File: src/rtl/ihm_pkg.sv
`timescale 1ns / 1ps

package ihm_pkg;

  // Histogram geometry and the widths of the fields.
  localparam int unsigned MaxPixels = 65536;
  localparam int unsigned BinCount  = 256;
  localparam int unsigned KindW     = 2;
  localparam int unsigned IdxW      = $clog2(BinCount);
  localparam int unsigned CntW      = 17;
  localparam int unsigned SumW      = 24;
  localparam int unsigned ProbFrac  = 16;
  localparam int unsigned MeanFrac  = 8;
  localparam int unsigned ProbW     = 17;
  localparam int unsigned MeanW     = 16;

  // Dividend width of the shared divider: the wider of count << 16 and sum << 8.
  localparam int unsigned DivW    = (CntW + ProbFrac > SumW + MeanFrac) ?
                                    (CntW + ProbFrac) : (SumW + MeanFrac);
  localparam int unsigned DivCntW = $clog2(DivW);

  // Request kinds.
  localparam logic [KindW-1:0] KIND_ADD   = 2'd0;
  localparam logic [KindW-1:0] KIND_BIN   = 2'd1;
  localparam logic [KindW-1:0] KIND_MEAN  = 2'd2;
  localparam logic [KindW-1:0] KIND_CLEAR = 2'd3;

  // Commands from the controller to the datapath.
  typedef struct packed {
    logic accept;     // latch the request and read the bin memory
    logic clear;      // clear all bins, the total, the sum and the overflow flag
    logic add_wr;     // write back an incremented bin or flag the overflow
    logic div_start;  // start the divider on the latched request
    logic out_load;   // load the result into the output register
  } ihm_cmd_t;

  // Status from the datapath to the controller.
  typedef struct packed {
    logic div_done;   // the divider finishes its last step this cycle
    logic out_free;   // the output register can take a result this cycle
  } ihm_sts_t;

endpackage

File: src/rtl/ihm_ctrl.sv
`timescale 1ns / 1ps

module ihm_ctrl import ihm_pkg::*; (
  input  logic             clk_i,
  input  logic             rst_ni,
  input  logic             in_valid_i,
  input  logic [KindW-1:0] kind_i,
  output logic             in_ready_o,
  input  ihm_sts_t         sts_i,
  output ihm_cmd_t         cmd_o
);

  localparam logic [2:0] S_IDLE  = 3'd0;
  localparam logic [2:0] S_ADD   = 3'd1;
  localparam logic [2:0] S_START = 3'd2;
  localparam logic [2:0] S_DIV   = 3'd3;
  localparam logic [2:0] S_OUT   = 3'd4;

  logic [2:0] state_q, state_d;
  logic       accept;

  assign in_ready_o = (state_q == S_IDLE);
  assign accept     = in_ready_o && in_valid_i;

  // Next state and commands.
  always_comb begin
    state_d          = state_q;
    cmd_o            = '0;
    cmd_o.accept     = accept;
    case (state_q)
      S_IDLE: begin
        if (accept) begin
          case (kind_i)
            KIND_ADD:   state_d = S_ADD;
            KIND_CLEAR: begin
              cmd_o.clear = 1'b1;
              state_d     = S_IDLE;
            end
            default:    state_d = S_START;
          endcase
        end
      end
      S_ADD: begin
        cmd_o.add_wr = 1'b1;
        state_d      = S_IDLE;
      end
      S_START: begin
        cmd_o.div_start = 1'b1;
        state_d         = S_DIV;
      end
      S_DIV: begin
        if (sts_i.div_done) begin
          state_d = S_OUT;
        end
      end
      S_OUT: begin
        if (sts_i.out_free) begin
          cmd_o.out_load = 1'b1;
          state_d        = S_IDLE;
        end
      end
      default: state_d = S_IDLE;
    endcase
  end

  // State register.
  always_ff @(posedge clk_i or negedge rst_ni) begin
    if (!rst_ni) begin
      state_q <= S_IDLE;
    end else begin
      state_q <= state_d;
    end
  end

endmodule

File: config.mk
export PLATFORM = sky130hd
export DESIGN_NAME = ihm_ctrl
export DESIGN_NICKNAME = d
export VERILOG_FILES = /design/src/rtl/ihm_pkg.sv /design/src/rtl/ihm_ctrl.sv
export SDC_FILE = /design/constraint.sdc
export NUM_CORES = 1
export LEC_CHECK = 0
export BUFFER_PORTS_ARGS = -buffer_cell sky130_fd_sc_hd__buf_2
export CAP_MARGIN = 20
export CORE_AREA = 4 4 41 43
export DETAILED_ROUTE_END_ITERATION = 10
export DIE_AREA = 0 0 45 47
export PLACE_DENSITY = 0.37
export SLEW_MARGIN = 20
export SYNTH_ARGS = -nofsm -noshare
export SYNTH_HDL_FRONTEND = slang
export SYNTH_SLANG_ARGS = --single-unit
File: constraint.sdc
create_clock -name clk_i -period 2.4 [get_ports clk_i]
set_input_delay 0.12 -clock clk_i [delete_from_list [all_inputs] [get_ports clk_i]]
set_output_delay 0.12 -clock clk_i [all_outputs]
set_load 0.05 [all_outputs]
Word level (Yosys, flattened, before mapping)
Cells that the tools add are included.
Word-level totals
  flip-flop bits (word level): 3
  input bits: 7
  output and inout bits: 6
  word-level logic and storage cells: 25
Operators by class
  equal/unequal tests: 8
  muxes and demuxes: 12
  reduce and logical (&&, ||, !) cells: 4
Operator list (count)
  3-bit case mux with 4 select lines: 1
  3-bit 2-to-1 mux: 3
  1-bit 2-to-1 mux: 7
  3-bit by 2-bit equality test with 1-bit output (second input constant): 2
  2-bit != test (second input constant): 2
  2-bit case mux with 2 select lines: 1
  3-bit by 1-bit equality test with 1-bit output (second input constant): 1
  3-bit equality test (second input constant): 1
  3-bit zero test: 1
  3-bit AND reduction: 1
  2-bit equality test (second input constant): 1
  2-bit zero test: 1
  2-bit by 1-bit != test with 1-bit output (second input constant): 1
  1-bit logical AND: 1

Longest topological paths before layout
  depth in word-level cells: 4
  depth in mapped cells: 4
  mapped depth without buffers: 4

Worst setup path after synthesis
Ideal clock, no wire load.
  path type: register to output
  from: register state_q[0]
  to: output port cmd_o[0] (netlist bit)
  arrival time: 2013 ps
  data required time: 2280 ps
  path slack: 267 ps
  stages on the path, launching flop included: 3
  buffers on the path: 1
  cell sequence: dfrtp_1 buf_6 nor4bb_1
RTL lines
  start, declared: RTL line ihm_ctrl.sv:19  | logic [2:0] state_q, state_d;
  start signal, assigned: RTL line ihm_ctrl.sv:71  | state_q <= state_d;
  end, declared: RTL line ihm_ctrl.sv:10  | output ihm_cmd_t cmd_o

==> summary.txt <==
Power
  – Internal cell power: 0.209 mW
  – Psw: 0.251 mW
  – Sw Share: 0.545
  – Pwr dens: 1360 nW/um^2
  – Power share of the sequential group: 0.257
  – Comb power frac: 0.552
  – Worst VDD drop: 0.425 mV
  – LEAKAGE: 0.175 nW
  – Clk pwr share: 0.191

GRT
  – Largest net degree at the start of global routing: 11
  – Overflow after GRT: 0
  – Initial antenna violation count: 0
  – GRT Resource Usage Total: 0.0649
  – Vias in the first global route: 200
  – Global-route wire length before repair: 890 um

Setup path
  – Critical path type: flop to primary output
  – Cells on worst reg2reg path: 2
  – CP cell instances: nor4b_2 -> and2_1 -> buf_2
  – Crit end category: primary output
  – Slowest CP cell: dfrtp_1
  – CP Launch Type: flop
  – Crit path DAT: 1.40 ns
  – Largest fanout on the critical path: 8
  – CP Data Required Time: 2.28 ns
  – Critical Path Max Stage Delay: 0.45 ns

Place
  – Worst slack at placement: 1.12 ns
  – Post-DP Area: 302 um^2
  – Port Buf Inserts: 12
  – Gp weighted congestion: 0.655
  – Detailed placement HPWL: 430 um

Drt
  – DR vias: 223
  – DRC Markers: 0
  – DRT Wirelength: 528 um
  – Via-to-Cell Ratio: 4.13
  – Pre-Repair DR Iteration Count: 4
  – Post-DRT Antenna Nets: 0
  – DR WL/cell: 9.78 um
  – Number of DRC markers in iteration 0: 5

Synthesis
  – Post-Synth Adder-Cell Area: 0.104
  – Post-Synth Simple-Gate Area: 0.358
  – Post-synthesis compound-gate area fraction: 0.119
  – Unique masters post-synth: 18
  – Synth Area in XOR/XNOR: 0
  – Top cells by area, synth: dfrtp_1, ha_1, nand3b_1, nor4b_2, or4b_4
  – Ys Warns: 0
  – Cell count after synthesis: 24
  – Mux contribution to synthesized area: 0
  – Synthesized area per cell: 10.1 um^2
  – Combinational family with the most area after synthesis: simple AND/OR/NAND/NOR gates
  – Post-synthesis cell area: 241 um^2
  – Post-Syn Nets: 33
  – Sequential share of the synthesized area: 0.311
  – Yosys reg bits: 3
  – Post-synth top area share: 0.311
  – Leading area contributor after synthesis: dfrtp_1

Die
  – Core ar.: 1300 um^2
  – Num rows: 13
  – Starting density of the core: 0.186
  – Die height: 47 um
  – Overall die width: 45 um
  – Die ar.: 2120 um^2
  – IO Count: 13

CTS
  – # clock sinks: 3
  – Root buffer cell: clkbuf_4
  – Skew-Pair Late Insertion Delay: 0.23 ns
  – TritonCTS clock tree: yes
  – Post-CTS repair timing setup buffer count: 0
  – Clock buffer depth: 2
  – # H-tree levels: 1
  – # hold bufs at CTS: 1
  – TritonCTS Buffers: 3
  – Clock transition at the registers of the reported paths: 0.04 ns
  – Resized cells post-CTS: 0

Final layout
  – Final Core Density: 0.260
  – Layout Area Growth over Synthesis: 39.9%
  – Final instance area: 338 um^2
  – ANT cells: 0
  – Nets: 49
  – Top reg by flops: state_q
  – Share of cells above drive strength 1: 0.462
  – Largest regs: state_q x3
  – Max reg flops: 3

Timing
  – Max Fclk: 656 MHz
  – Setup_tns: 0 ns
  – Unrepaired setup endpoints after global routing: false
  – Slew Limit Fails: 0
  – Final hold violations: 0
  – Worst setup margin: 0.875 ns
  – Rel. slew slack: 0.804
  – Final setup violation count: 0
  – Final Critical Period: 1.52 ns
  – Clock skew: 0.000156 ns
  – Final Cycle Share: 0.635
  – Worst-Margin Slew: 0.294 ns
  – Hold WS: 0.154 ns

Outcome
  – Outcome: complete, no violations

Worst hold path
  – Hold Path Stages: 3
  – Worst hold path class: primary input to flop

Flow run
  – Maxcap violations: 0
==> kinds of logic (layout without fill, tap and decap cells) <==
group                      after synthesis  after routing
DFF                                      3              3
buffers and inverters                    4             19
and+or+nand+nor                         11             11
adders and majority gates                2              2
AOI/OAI and AO/OA                        4              4
==> per-layer routing <==
metal	share of wire	global-route usage	vias to the layer above	wire [um]
met2	0.47	0.0706	9	247
li1	-	-	115	-
met3	0.068	0.0345	2	36
met5	0	0	-	0
met1	0.42	0.0824	97	224
met4	0.036	0.0702	0	19
==> power by group through the flow <==
stage | logic (mW) | clock network [mW] | registers [mW]
finish | 0.254 | 0.0878 | 0.118
global route | 0.273 | 0.0983 | 0.126
CTS | 0.257 | 0.0911 | 0.118
detailed placement | 0.255 | 0 | 0.120
global placement | 0.257 | 0 | 0.119
floorplan | 0.244 | 0 | 0.0945
==> area by class of cell <==
cell class,instances,area (um^2)
Tap cell,15,18.8
Inverter,2,7.51
Fill cell,158,963
Timing Repair Buffer,13,70.1
Clock buffer,4,26.3
Sequential cell,3,75.1
Multi-Input combinational cell,17,140
==> final timing paths <==
check / end / slack (ns) / startpoint
max: cmd_o[3] / 0.88 / state_q[2]$_DFFE_PN0P_
min: state_q[2]$_DFFE_PN0P_ / 0.15 / sts_i[1]
max reg2reg: state_q[2]$_DFFE_PN0P_ / 1.25 / state_q[0]$_DFFE_PN0P_
min reg2reg: state_q[0]$_DFFE_PN0P_ / 0.57 / state_q[2]$_DFFE_PN0P_
max in group asynchronous: state_q[0]$_DFFE_PN0P_ / 2.08 / rst_ni
min in group asynchronous: state_q[2]$_DFFE_PN0P_ / 0.22 / rst_ni
==> through the flow <==
step,instances,power [mW]
final,54,0.460
after global routing,54,0.498
after CTS,54,0.466
after detailed placement,49,0.374
after global placement,49,0.376
after floorplan,24,0.339
==> cells in the final DEF (no fill, tap or decap) <==
cell           synthesis  layout
nor4bb_1               1       1
inv_1                  2       2
o21ai_2                1       1
nor3b_1                1       1
nor2_1                 1       1
buf_2                  0      12
nand3b_1               2       2
clkbuf_4               0       3
dlygate4sd3_1          0       1
ha_1                   2       2
nand2b_1               1       1
nand2_1                1       1
dfrtp_1                3       3
a21oi_1                2       2
nor3_1                 1       1
a21bo_1                1       1
and2_1                 1       1
or4b_4                 1       1
clkbuf_1               0       1
nor4b_2                1       1
==> cells in the mapped netlist <==
master,number
nor3b_1,1
or4b_4,1
dfrtp_1,3
buf_4,1
a21bo_1,1
nor4bb_1,1
nor4b_2,1
nor3_1,1
nand3b_1,2
o21ai_2,1
a21oi_1,2
nor2_1,1
buf_6,1
nand2_1,1
inv_1,2
nand2b_1,1
and2_1,1
ha_1,2
==> critical path: cells and delay by family (launching register included) <==
| kind | cells | cell delay (ns) |
|---|---|---|
| buffers and inverters | 1 | 0.25 |
| AND/OR/NAND/NOR | 2 | 0.46 |
| flip-flops | 1 | 0.45 |
Power figures use the tool's default switching activity.
